$ cat src/hdl/assert_macros.svh
// Assertion macros shared by the cache max-age parser modules.
`ifndef ASSERT_MACROS_SVH
`define ASSERT_MACROS_SVH

// Check a property on the rising clock edge, disabled while in reset.
`define CMAFP_ASSERT(lbl, prop, msg) \
  lbl: assert property (@(posedge clk_i) disable iff (!rst_ni) (prop)) else $error(msg);

// Check an implication that starts from a trigger condition.
`define CMAFP_ASSERT_IMPL(lbl, trig, prop, msg) \
  lbl: assert property (@(posedge clk_i) disable iff (!rst_ni) (trig) |-> (prop)) \
    else $error(msg);

`endif

$ cat src/hdl/cmafp_pkg.sv
// Types, constants and helper functions of the cache max-age parser.
`timescale 1ns / 1ps

package cmafp_pkg;

  // Register reset values
  localparam logic [31:0] FALLBACK_RESET = 32'd3600;
  localparam logic [31:0] MIN_RESET      = 32'd60;
  localparam logic [31:0] MAX_RESET      = 32'd86400;

  // Token and blank characters
  localparam logic [3:0] TOKEN_LEN  = 4'd8;
  localparam logic [7:0] CHAR_SPACE = 8'h20;
  localparam logic [7:0] CHAR_TAB   = 8'h09;
  localparam logic [7:0] CHAR_M     = 8'h6d;

  // Configuration register indexes
  typedef enum logic [1:0] {
    CFG_FALLBACK = 2'd0,
    CFG_MIN      = 2'd1,
    CFG_MAX      = 2'd2
  } cfg_idx_e;

  // Parse phases
  typedef enum logic [2:0] {
    PH_SEARCH = 3'd0,
    PH_BLANKS = 3'd1,
    PH_DIGITS = 3'd2,
    PH_NUMBER = 3'd3,
    PH_NONE   = 3'd4
  } phase_e;

  typedef struct packed {
    logic [31:0] fallback_seconds;
    logic [31:0] min_seconds;
    logic [31:0] max_seconds;
  } cfg_t;

  typedef struct packed {
    logic [31:0] age_seconds;
    logic        from_header;
  } result_t;

  // Character of "max-age=" at a given position
  function automatic logic [7:0] token_char(input logic [2:0] idx);
    logic [7:0] ch;
    unique case (idx)
      3'd0:    ch = 8'h6d; // m
      3'd1:    ch = 8'h61; // a
      3'd2:    ch = 8'h78; // x
      3'd3:    ch = 8'h2d; // -
      3'd4:    ch = 8'h61; // a
      3'd5:    ch = 8'h67; // g
      3'd6:    ch = 8'h65; // e
      default: ch = 8'h3d; // =
    endcase
    return ch;
  endfunction

  // Fold upper-case ASCII letters to lower case
  function automatic logic [7:0] fold_lower(input logic [7:0] c);
    logic [7:0] r;
    if (c >= 8'h41 && c <= 8'h5a) begin
      r = c | 8'h20;
    end else begin
      r = c;
    end
    return r;
  endfunction

endpackage

$ cat src/hdl/cache_max_age_field_parser.sv
// Top level of the cache max-age parser: input stage, parser and result register.
//
// One header character is accepted per clock when the output side keeps up.
// A character enters an input register, the parser folds it into its state in
// the next cycle (token match, multiply-by-ten add and clamp compare in one
// pass), and the character marked last loads the result register. A waiting
// result blocks the stage only when the next final character arrives; other
// characters keep flowing. Configuration writes are taken in every cycle.
`timescale 1ns / 1ps
`include "assert_macros.svh"

module cache_max_age_field_parser import cmafp_pkg::*; (
  input  logic        clk_i,
  input  logic        rst_ni,
  input  logic        in_valid_i,
  output logic        in_ready_o,
  input  logic [7:0]  char_code_i,
  input  logic        char_valid_i,
  input  logic        is_last_i,
  output logic        out_valid_o,
  input  logic        out_ready_i,
  output logic [31:0] age_seconds_o,
  output logic        from_header_o,
  input  logic        cfg_valid_i,
  output logic        cfg_ready_o,
  input  logic [1:0]  cfg_index_i,
  input  logic [31:0] cfg_data_i
);

  cfg_t    cfg;
  result_t result;

  logic       in_vld_q, in_vld_d;
  logic [7:0] char_code_q;
  logic       char_valid_q;
  logic       is_last_q;
  logic       out_vld_q, out_vld_d;
  result_t    out_res_q;
  logic       adv;

  assign cfg_ready_o = 1'b1;

  cmafp_cfg_regs u_cfg (
    .clk_i       (clk_i),
    .rst_ni      (rst_ni),
    .cfg_valid_i (cfg_valid_i),
    .cfg_index_i (cfg_index_i),
    .cfg_data_i  (cfg_data_i),
    .cfg_o       (cfg)
  );

  // Advance the staged character unless its result has nowhere to go
  assign adv        = in_vld_q && (!is_last_q || !out_vld_q || out_ready_i);
  assign in_ready_o = !in_vld_q || adv;

  always_comb begin
    in_vld_d = in_vld_q;
    if (in_ready_o) begin
      in_vld_d = in_valid_i;
    end
  end

  always_ff @(posedge clk_i or negedge rst_ni) begin
    if (!rst_ni) begin
      in_vld_q <= 1'b0;
    end else begin
      in_vld_q <= in_vld_d;
    end
  end

  // Capture the input transaction payload
  always_ff @(posedge clk_i) begin
    if (in_valid_i && in_ready_o) begin
      char_code_q  <= char_code_i;
      char_valid_q <= char_valid_i;
      is_last_q    <= is_last_i;
    end
  end

  cmafp_parse u_parse (
    .clk_i        (clk_i),
    .rst_ni       (rst_ni),
    .adv_i        (adv),
    .char_code_i  (char_code_q),
    .char_valid_i (char_valid_q),
    .is_last_i    (is_last_q),
    .cfg_i        (cfg),
    .result_o     (result)
  );

  // Result register: load on a final character, drop once taken
  always_comb begin
    out_vld_d = out_vld_q;
    if (out_ready_i) begin
      out_vld_d = 1'b0;
    end
    if (adv && is_last_q) begin
      out_vld_d = 1'b1;
    end
  end

  always_ff @(posedge clk_i or negedge rst_ni) begin
    if (!rst_ni) begin
      out_vld_q <= 1'b0;
    end else begin
      out_vld_q <= out_vld_d;
    end
  end

  always_ff @(posedge clk_i) begin
    if (adv && is_last_q) begin
      out_res_q <= result;
    end
  end

  assign out_valid_o   = out_vld_q;
  assign age_seconds_o = out_res_q.age_seconds;
  assign from_header_o = out_res_q.from_header;

  // A final character facing a stalled result must hold the input side
  `CMAFP_ASSERT_IMPL(a_stall_blocks, in_vld_q && is_last_q && out_vld_q && !out_ready_i, !in_ready_o && !adv, "final character advanced over a stalled result")
  // A new result only follows a final character leaving the stage
  `CMAFP_ASSERT(a_result_source, $rose(out_vld_q) |-> $past(adv && is_last_q), "result raised without a final character")

endmodule

$ cat src/hdl/cmafp_cfg_regs.sv
// Configuration register file: fallback, minimum and maximum age.
`timescale 1ns / 1ps

module cmafp_cfg_regs import cmafp_pkg::*; (
  input  logic        clk_i,
  input  logic        rst_ni,
  input  logic        cfg_valid_i,
  input  logic [1:0]  cfg_index_i,
  input  logic [31:0] cfg_data_i,
  output cfg_t        cfg_o
);

  cfg_t cfg_q, cfg_d;

  // Decode the write transaction; unknown indexes leave everything alone
  always_comb begin
    cfg_d = cfg_q;
    if (cfg_valid_i) begin
      unique case (cfg_index_i)
        CFG_FALLBACK: cfg_d.fallback_seconds = cfg_data_i;
        CFG_MIN:      cfg_d.min_seconds      = cfg_data_i;
        CFG_MAX:      cfg_d.max_seconds      = cfg_data_i;
        default:      cfg_d = cfg_q;
      endcase
    end
  end

  always_ff @(posedge clk_i or negedge rst_ni) begin
    if (!rst_ni) begin
      cfg_q.fallback_seconds <= FALLBACK_RESET;
      cfg_q.min_seconds      <= MIN_RESET;
      cfg_q.max_seconds      <= MAX_RESET;
    end else begin
      cfg_q <= cfg_d;
    end
  end

  assign cfg_o = cfg_q;

endmodule

$ cat src/hdl/cmafp_parse.sv
// Per-character parse state machine and result computation.
`timescale 1ns / 1ps
`include "assert_macros.svh"

module cmafp_parse import cmafp_pkg::*; (
  input  logic        clk_i,
  input  logic        rst_ni,
  input  logic        adv_i,
  input  logic [7:0]  char_code_i,
  input  logic        char_valid_i,
  input  logic        is_last_i,
  input  cfg_t        cfg_i,
  output result_t     result_o
);

  phase_e      phase_q, phase_d, phase_c;
  logic [3:0]  matched_q, matched_d, matched_c;
  logic [31:0] num_q, num_d, num_c;

  logic [7:0]  lc;
  logic        is_digit;
  logic        is_blank;
  logic [35:0] acc;
  logic        sat;

  // Classify the character and form the next accumulated value
  always_comb begin
    lc       = fold_lower(char_code_i);
    is_digit = (lc >= 8'h30) && (lc <= 8'h39);
    is_blank = (lc == CHAR_SPACE) || (lc == CHAR_TAB);
    acc      = ({4'd0, num_q} << 3) + ({4'd0, num_q} << 1) + {32'd0, lc[3:0]};
    sat      = acc > {4'd0, cfg_i.max_seconds};
  end

  // Next state after this character
  always_comb begin
    phase_c   = phase_q;
    matched_c = matched_q;
    num_c     = num_q;
    if (char_valid_i) begin
      unique case (phase_q)
        PH_SEARCH: begin
          if (lc == token_char(matched_q[2:0])) begin
            matched_c = matched_q + 4'd1;
          end else begin
            matched_c = (lc == CHAR_M) ? 4'd1 : 4'd0;
          end
          if (matched_c == TOKEN_LEN) begin
            phase_c = PH_BLANKS;
          end
        end
        PH_BLANKS, PH_DIGITS: begin
          if (phase_q == PH_BLANKS && is_blank) begin
            phase_c = PH_BLANKS;
          end else if (!is_digit) begin
            phase_c = (phase_q == PH_BLANKS) ? PH_NONE : PH_NUMBER;
          end else if (sat) begin
            num_c   = cfg_i.max_seconds;
            phase_c = PH_NUMBER;
          end else begin
            num_c   = acc[31:0];
            phase_c = PH_DIGITS;
          end
        end
        default: phase_c = phase_q;
      endcase
    end
  end

  // Hold, advance, or clear at the end of a header
  always_comb begin
    phase_d   = phase_q;
    matched_d = matched_q;
    num_d     = num_q;
    if (adv_i) begin
      if (is_last_i) begin
        phase_d   = PH_SEARCH;
        matched_d = 4'd0;
        num_d     = 32'd0;
      end else begin
        phase_d   = phase_c;
        matched_d = matched_c;
        num_d     = num_c;
      end
    end
  end

  always_ff @(posedge clk_i or negedge rst_ni) begin
    if (!rst_ni) begin
      phase_q   <= PH_SEARCH;
      matched_q <= 4'd0;
      num_q     <= 32'd0;
    end else begin
      phase_q   <= phase_d;
      matched_q <= matched_d;
      num_q     <= num_d;
    end
  end

  // Result from the state after this character
  always_comb begin
    if (phase_c == PH_DIGITS || phase_c == PH_NUMBER) begin
      result_o.age_seconds = (num_c < cfg_i.min_seconds) ? cfg_i.min_seconds : num_c;
      result_o.from_header = 1'b1;
    end else begin
      result_o.age_seconds = cfg_i.fallback_seconds;
      result_o.from_header = 1'b0;
    end
  end

  // A finished header leaves the parser in its initial state
  `CMAFP_ASSERT(a_clear_after_last, (adv_i && is_last_i) |=> (phase_q == PH_SEARCH && matched_q == 4'd0 && num_q == 32'd0), "state not cleared after last character")
  // While searching, the match count never reaches the full token
  `CMAFP_ASSERT_IMPL(a_search_count, phase_q == PH_SEARCH, matched_q < TOKEN_LEN, "match count out of range during search")

endmodule
$ cat config.mk
export PLATFORM = sky130hd
export DESIGN_NAME = cache_max_age_field_parser
export DESIGN_NICKNAME = d
export VERILOG_FILES = /design/src/hdl/cmafp_pkg.sv /design/src/hdl/cache_max_age_field_parser.sv /design/src/hdl/cmafp_cfg_regs.sv /design/src/hdl/cmafp_parse.sv
export VERILOG_INCLUDE_DIRS = /design/src /design/src/hdl
export SDC_FILE = /design/constraint.sdc
export NUM_CORES = 1
export LEC_CHECK = 0
export ABC_CLOCK_PERIOD_IN_PS = 11200
export BUFFER_PORTS_ARGS = -buffer_cell sky130_fd_sc_hd__buf_2
export CORE_ASPECT_RATIO = 0.8
export CORE_MARGIN = 2
export CORE_UTILIZATION = 36
export CTS_CLUSTER_DIAMETER = 40
export DETAILED_ROUTE_END_ITERATION = 6
export PLACE_DENSITY = 0.58
export SYNTH_ARGS = -nofsm -noshare
export SYNTH_HDL_FRONTEND = slang
export SYNTH_SLANG_ARGS = --single-unit
$ cat constraint.sdc
create_clock -name clk_i -period 11.2 [get_ports clk_i]
set_input_delay 0 -clock clk_i [delete_from_list [all_inputs] [get_ports clk_i]]
set_output_delay 0 -clock clk_i [all_outputs]
set_load 0.01 [all_outputs]
==> qor.yml, run 1 <==
synth_cell_type_count: 70
nets: 1549
drt-total-wl_um: 34100
vias_per_cell: 5.52
insertion_delay_ns: 0.44
finalSetupTns_ns: 0
synth_area_sq_mm: 0.0122
die_h_um: 169
cts.sinks: 180
drc: 0
power_switching_uw: 525
synth-seq-cells: 180
crit_fanout: 33
drt_iter0_drc: 919
cts_tree: "built"
holdWs_ns: 0.106
dieArea_sq_mm: 0.0355
nFillCells: 3232
setup_viol: 0
diodes: 0
crit_required_ns: 11.36
fin_crit_ns: 10.38
cts_buffer_depth: 2
worst_pin_slew_ns: 1.25
cts_setup_buffers: 0
core-area_sq_mm: 0.0336
gr-total-overflow: 0
hold_class: "in -> async"
wl_per_cell_um: 18.8
hold_viol: 0
ir_drop_v: 0.0000896
cts_max_level: 4
max_clock_freq_mhz: 96.4
fin_worst_skew_ns: 0.0161
synth-main-ff-cell: "dfrtp_1"
cp-end-kind: "flip-flop"
crit_type: "reg -> reg"
antenna_found_initial: 0
place.gp.congestion: 0.891
start_kind: "flip-flop"
relSlewSlack_pct: 15.8
final_common_cell: "ha_1"
rows: 60
pwr-share-comb_pct: 15.8
cts.repair.resized: 0
via_count: 10000
drtAntennaViolNets: 0
postSynthCellCount: 1261
cp.arrival_ns: 10.53
final_cell_mix: "131 x ha_1, 125 x nand2_1, 124 x dfrtp_1"
final_max_slew_viol_count: 0
cts_hold_buf: 46
avgSynthCellArea_sq_um: 9.70
area_growth_pct: 16.1
syn-num-nets: 1443
multi_input_area_sq_mm: 0.00699
cts_made_buffers: 17
grt_max_degree: 73
clk_pin_slew_ns: 0.09
port_buffers: 83
swShare_pct: 29.9
powerDensity_mw_per_mm2: 124
crit_path_top_delay_cell: "o41ai_1"
timing.final.crit_share_pct: 92.6
grt_pass1_vias: 9731
status: "complete, no violations"
synth_warnings: 0
p_int_uw: 1230
slowest_delay_ns: 1.03
hpwl_um: 25400
grt_pass1_wl_um: 54800
seqPwrFrac_pct: 46.4
firstDrtPassIters: 5
globalRouteTotalUtil_pct: 19.6
rsz0062_at_grt: "false"
p_clk_share_pct: 37.7
synthArstFlopShare_pct: 76.1
max_cap_viol_count: 0
yosysSeqAreaShare_pct: 38.7
synth_enable_flop_cells: 43
die_width_um: 210
ios: 85
drive_gt1_share_pct: 18.6
cts-root-buf: "clkbuf_16"
initial_utilization_pct: 36.5
power.leakage_uw: 0.00648
ff_latch_area_sq_mm: 0.00474
==> per-stage QoR <==
step           total power (uW)  setup WS [ns]  instances  area [sq um]  utilization, %
2_1_floorplan               987           3.44       1261         12200               -
6_report                   1760          0.824       1814         14200            42.3
3_5_place_dp               1090           1.04       1736         13100            39.0
3_3_place_gp               1080           1.50       1736         13100            39.0
5_1_grt                    1840          0.326       1814         14200            42.3
4_1_cts                    1770          0.983       1814         14200            42.3
==> cell usage after synthesis, types with 15 or more instances <==
cell	number	area (sq um)
ha_1	131	1640
edfxtp_1	43	1290
dfrtp_1	124	3100
nand2b_1	23	144
nand4_1	31	194
mux2i_1	21	210
mux2_2	97	1090
nand3_1	24	120
nand2_1	125	469
a21oi_1	76	380
a31oi_1	37	231
clkbuf_1	46	173
inv_1	81	304
xnor2_1	18	158
o31ai_1	15	113
nor2_1	65	244
a21o_1	35	263
o21ai_0	77	385
==> sequential cells by signal, indices dropped and copies added, names as in the netlist <==
name / flops
u_cfg.cfg_o: 96
char_valid_q: 1
u_parse.num_q: 32
from_header_o: 1
out_valid_o: 1
char_code_q: 8
is_last_q: 1
age_seconds_o: 32
in_vld_q: 1
u_parse.matched_q: 4
u_parse.phase_q: 3
==> cell type report <==
type                       count  share of cell area (%)
sequential                   180                    33.3
multi-input combinational    945                    49.2
clock buffer                  17                    2.99
tap                          434                    3.82
inverter                      81                    2.14
timing repair buffer         142                    6.90
clock inverter                15                    1.60
==> metal layers <==
metal / GRT usage (%) / vias to the layer above / share of wire [%]
li1: - / 4846 / -
met1: 30.5 / 4894 / 52
met2: 28.8 / 255 / 42
met3: 2.63 / 25 / 4.7
met4: 4.29 / 0 / 1.1
met5: 0 / - / 0
==> logic make-up (layout without fill, tap and decap cells) <==
logic type / after synthesis / in the layout / synth area share, %
AOI/OAI and AO/OA: 340 / 340 / 18.0
and+or+nand+nor: 321 / 321 / 12.3
DFF: 180 / 180 / 38.7
buffers and inverters: 136 / 255 / 4.28
adders and majority gates: 133 / 133 / 13.7
muxes: 118 / 118 / 10.6
xor gates and xnor gates: 32 / 32 / 2.29
other: 1 / 1 / 0.0307
==> final timing paths <==
path	slack (ns)	cells after the start	startpoint	to
min in group clk_i	0.26	2	char_code_i[3]	char_code_q[3]
max in group asynchronous	9.68	3	rst_ni	u_parse.num_q[14]
max	0.82	30	char_code_q[3]	age_seconds_o[8]
min reg2reg	0.51	1	u_cfg.cfg_o[19]	u_cfg.cfg_o[19]
min	0.11	2	rst_ni	u_cfg.cfg_o[88]
max reg2reg	0.82	30	char_code_q[3]	age_seconds_o[8]
==> power groups by stage <==
stage	clock network, uW	registers [uW]	logic, uW
3_3_place_gp	0	827	257
5_1_grt	706	827	310
3_5_place_dp	0	829	262
4_1_cts	678	816	277
2_1_floorplan	0	814	173
6_report	663	816	278
==> critical path, delay by kind of cell (launching register included) <==
family	cells	cell delay (ns)
flip-flops	1	0.52
multiplexers	1	0.22
adder cells (fa/ha/maj)	4	1.43
AND/OR/NAND/NOR	7	1.97
AO/OA/AOI/OAI	16	5.20
buffers and inverters	2	0.73
(Power assumes the default switching activity.)
==> run 2: changes to the inputs <==
ABC_CLOCK_PERIOD_IN_PS = 12400   (was 11200)
clock period = 12.4 ns   (was 11.2 ns; I/O delays follow)
==> qor.yml, run 2 (synthesis results as in run 1) <==
status: "complete, no violations"
max_cap_viol_count: 0
diodes: 0
place.gp.congestion: 0.864
final_cell_mix: "131 x ha_1, 125 x nand2_1, 124 x dfrtp_1"
hold_class: "in -> async"
cts_setup_buffers: 0
rows: 60
antenna_found_initial: 0
cts_hold_buf: 46
crit_fanout: 33
via_count: 10100
gr-total-overflow: 0
cts_made_buffers: 17
crit_type: "reg -> reg"
power.leakage_uw: 0.00646
start_kind: "flip-flop"
setup_viol: 0
cp.arrival_ns: 10.02
vias_per_cell: 5.55
powerDensity_mw_per_mm2: 109
r2r_slack_ns: 2.55
globalRouteTotalUtil_pct: 19.5
final_max_slew_viol_count: 0
cts.sinks: 180
grt_pass1_vias: 9567
final_cells: 1814
r2r_end: "age_seconds_o[10]"
crit_path_top_delay_cell: "o41ai_1"
cp-end-kind: "flip-flop"
die_width_um: 210
pwr-share-comb_pct: 16.1
final_util_pct: 42.2
fin_crit_ns: 9.85
cts_tree: "built"
drtAntennaViolNets: 0
worst_pin_slew_ns: 1.14
largest_reg_flops: 96
total_power_uw: 1540
r2r_start: "char_code_q[3]"
final_common_cell: "ha_1"
seqPwrFrac_pct: 47.8
timing.final.crit_share_pct: 79.5
cts_buffer_depth: 2
port_buffers: 83
crit_required_ns: 12.57
slowest_delay_ns: 0.95
drt-total-wl_um: 34300
cp_common_cell: "o21ai_0"
insertion_delay_ns: 0.44
rsz0062_at_grt: "false"
relSlewSlack_pct: 23.1
nets: 1549
drt_iter0_drc: 888
core-area_sq_mm: 0.0336
r2r_cells: 31
fin_worst_skew_ns: 0.0210
swShare_pct: 29.6
power_switching_uw: 457
p_clk_share_pct: 36.2
max_clock_freq_mhz: 102
grt_max_degree: 78
clk_pin_slew_ns: 0.09
wl_per_cell_um: 18.9
finalSetupTns_ns: 0
cts-root-buf: "clkbuf_16"
dieArea_sq_mm: 0.0355
cts_max_level: 4
place_inst: 1736
firstDrtPassIters: 5
drc: 0
p_int_uw: 1090
drive_gt1_share_pct: 18.6
hpwl_um: 25300
area_growth_pct: 15.8
ios: 85
hold_viol: 0
cts.repair.resized: 0
ir_drop_v: 0.0000791
grt_pass1_wl_um: 54000
die_h_um: 169
initial_utilization_pct: 36.5
run 2: cell types whose count changed in the layout (fill, tap and decap cells not counted), sizes merged:
cell	delta
clkinv	+5
bufinv	-1
inv	-5
clkbuf	+1
run 2: power groups by stage:
stage               clock, uW  sequential [uW]  combinational (uW)
floorplan                   0              735                 156
global placement            0              747                 231
detailed placement          0              749                 234
CTS                       564              737                 247
global route              592              747                 275
finish                    559              738                 248
run 2: critical path: cells and delay by family, from the launching register on:
family / cells / cell delay [ns]
flops: 1 / 0.51
mux: 1 / 0.27
xor+xnor: 1 / 0.34
fa+ha+maj: 4 / 1.59
simple gates: 7 / 1.72
compound gates: 16 / 4.22
buf+inv: 2 / 0.87
run 2: metrics by stage:
stage          worst slack, ns  area (sq um)  hold WS [ns]
3_5_place_dp              2.66         13100        0.0853
4_1_cts                   2.62         14200         0.175
3_3_place_gp              2.95         13100        0.0875
2_1_floorplan             4.64         12200        -0.296
5_1_grt                   1.89         14200         0.208
6_report                  2.55         14200         0.152
run 2: area by class of cell:
type / instances / area (sq um)
inverters: 81 / 304
fillers: 3230 / 19400
clock inverters: 14 / 175
clock buffers: 18 / 439
multi-input cells: 945 / 6990
well taps: 434 / 543
flip-flops and latches: 180 / 4740
repair buffers: 142 / 980
run 2: per-layer routing:
metal,routed length [um],vias up,track usage (%)
met1,17800,4922,30.9
met2,14400,266,28.0
li1,-,4852,-
met3,1710,31,2.71
met5,0,-,0
met4,381,0,3.95
run 2: how the worst max path moves through the flow:
stage,startpoint,to,slack [ns],cells past startpoint
floorplan,char_code_q[3],age_seconds_o[30],4.64,32
global placement,char_code_q[3],age_seconds_o[28],2.95,31
detailed placement,char_code_q[3],age_seconds_o[10],2.66,31
CTS,char_code_q[3],age_seconds_o[13],2.62,31
global route,char_code_q[3],age_seconds_o[14],1.89,31
finish,char_code_q[3],age_seconds_o[10],2.55,31
==> run 3: changes to the inputs <==
ABC_AREA = 1   (was not set)
ABC_CLOCK_PERIOD_IN_PS = 9550   (was 12400)
clock period = 9.55 ns   (was 12.4 ns; I/O delays follow)
==> qor.yml, run 3 <==
yosysSeqAreaShare_pct: 38.4
globalRouteTotalUtil_pct: 20.1
fin_worst_skew_ns: 0.0163
drt-total-wl_um: 35000
syn-num-nets: 1802
holdWs_ns: 0.210
synth-seq-cells: 180
r2r_slack_ns: 1.49
final_common_cell: "nand2_1"
fin_crit_ns: 8.06
start_kind: "flip-flop"
hold_class: "in -> async"
crit_type: "reg -> reg"
timing.final.crit_share_pct: 84.4
grt_pass1_vias: 10600
r2r_start: "char_code_q[3]"
initial_utilization_pct: 36.6
synth_commonest_cells: "423 x nand2_1, 257 x inv_1, 173 x o21ai_0"
diodes: 0
gr-total-overflow: 0
r2r_cells: 33
via_count: 10900
ir_drop_v: 0.0000922
die_h_um: 169
cts.repair.resized: 0
setup_slack_ns: 1.49
max_clock_freq_mhz: 124
cts_buffer_depth: 2
antenna_found_initial: 0
place_ws_ns: 1.55
cts.sinks: 180
max_cap_viol_count: 0
insertion_delay_ns: 0.44
port_buffers: 83
drtAntennaViolNets: 0
firstDrtPassIters: 5
synth_area_sq_mm: 0.0123
worst_pin_slew_ns: 1.15
powerDensity_mw_per_mm2: 140
cp_common_cell: "nand2_1"
relSlewSlack_pct: 23.2
crit_required_ns: 9.74
r2r_end: "age_seconds_o[31]"
crit_path_top_delay_cell: "nor4b_1"
synth_cell_type_count: 52
rows: 60
core-area_sq_mm: 0.0337
grt_pass1_wl_um: 56900
grt_max_degree: 85
wl_per_cell_um: 16.1
synth_warnings: 0
cts-root-buf: "clkbuf_16"
met2_length_um: 14200
synth_enable_flop_cells: 43
endpoint: "age_seconds_o[31]"
avgSynthCellArea_sq_um: 7.61
vias_per_cell: 5.02
clk_pin_slew_ns: 0.08
synth-main-ff-cell: "dfrtp_1"
cts_tree: "built"
rsz0062_at_grt: "false"
die_width_um: 211
drt-met1-wl_um: 18300
cp.arrival_ns: 8.25
slowest_delay_ns: 0.74
cts_max_level: 4
dieArea_sq_mm: 0.0357
largest_reg_flops: 96
final_cell_mix: "421 x nand2_1, 257 x inv_1, 173 x o21ai_0"
drive_gt1_share_pct: 9.59
met3_length_um: 2130
synthArstFlopShare_pct: 76.1
yosysMostFrequentCell: "nand2_1"
yosysTopAreaCell: "dfrtp_1"
status: "complete, no violations"
finalSetupTns_ns: 0
cp-end-kind: "flip-flop"
drt_iter0_drc: 826
critPathLaunch: "char_code_q[3]"
setup_viol: 0
area_growth_pct: 15.5
drc: 0
final_max_slew_viol_count: 0
synth_top_cell_area_share_pct: 25.2
place.gp.congestion: 0.943
top_layer: "met4"
cts_made_buffers: 17
ios: 85
power.leakage_uw: 0.00752
synth_area_leaders: "dfrtp_1 25%, ha_1 13%, nand2_1 13%, edfxtp_1 10%, inv_1 7.8%"
hold_viol: 0
crit_fanout: 64
nets: 1910
hpwl_um: 25100
postSynthCellCount: 1620
## run 3: cell types whose count changed in the layout (fill, tap and decap cells not counted), moves of 68 or more
cell	delta
nand3_1	+68
nand2_1	+296
mux2_2	-97
o21ai_0	+96
inv_1	+176
## run 3: how the worst min path moves through the flow
stage | startpoint | to | slack (ns) | cells after the start
2_1_floorplan | rst_ni | in_vld_q | -0.30 | 0
3_3_place_gp | rst_ni | u_parse.matched_q[1] | 0.14 | 1
3_5_place_dp | rst_ni | u_parse.matched_q[1] | 0.14 | 1
4_1_cts | rst_ni | u_parse.matched_q[1] | 0.23 | 2
5_1_grt | char_valid_i | char_valid_q | 0.26 | 2
6_report | rst_ni | u_parse.matched_q[1] | 0.21 | 2
## run 3: layout make-up
class | count | area (sq um)
Clock buffer | 18 | 439
Tap cell | 434 | 543
Multi-Input combinational cell | 1113 | 6350
Sequential cell | 180 | 4740
Fill cell | 3412 | 19500
Clock inverter | 14 | 159
Timing Repair Buffer | 141 | 975
Inverter | 275 | 1030
## run 3: routing by layer
metal,track usage (%),up-vias
met5,0,-
li1,-,5506
met3,2.87,21
met1,31.3,5087
met4,4.26,0
met2,29.2,309
## run 3: critical path, delay by kind of cell, from the launching register on
| kind | cells | cell delay (ns) |
|---|---|---|
| AND/OR/NAND/NOR | 22 | 4.27 |
| XOR/XNOR | 1 | 0.19 |
| AO/OA/AOI/OAI | 5 | 1.22 |
| buffers and inverters | 1 | 0.08 |
| flip-flops | 1 | 0.53 |
| adder cells (fa/ha/maj) | 4 | 1.47 |
## run 3: metrics by stage
stage | std cells | power (uW) | utilization, % | instance area, sq um
global route | 2175 | 2080 | 42.2 | 14200
global placement | 2096 | 1240 | 39.0 | 13200
CTS | 2175 | 2000 | 42.2 | 14200
floorplan | 1620 | 1130 | - | 12300
detailed placement | 2096 | 1240 | 39.0 | 13200
finish | 2175 | 1990 | 42.2 | 14200
## run 3: power breakdown
part	total [uW]	leakage [uW]	switching (uW)	internal, uW
logic	317	0.00507	200	117
clock network	739	0.000296	358	381
registers	931	0.00215	47.6	883
total	1990	0.00752	605	1380
## run 3: kinds of logic after synthesis
kind of cell             synth area share [%]
AND/OR/NAND/NOR                          20.8
other                                  0.0304
adder cells (fa/ha/maj)                  13.6
buffers and inverters                    10.2
AO/OA/AOI/OAI                            14.5
XOR/XNOR                                 2.35
flip-flops                               38.4
## run 3: what timing repair did
item,in CTS,in global routing
setup endpoints to repair,0,0
hold buffers,47,0
setup buffers,0,0
endpoints found under the hold margin,179,0
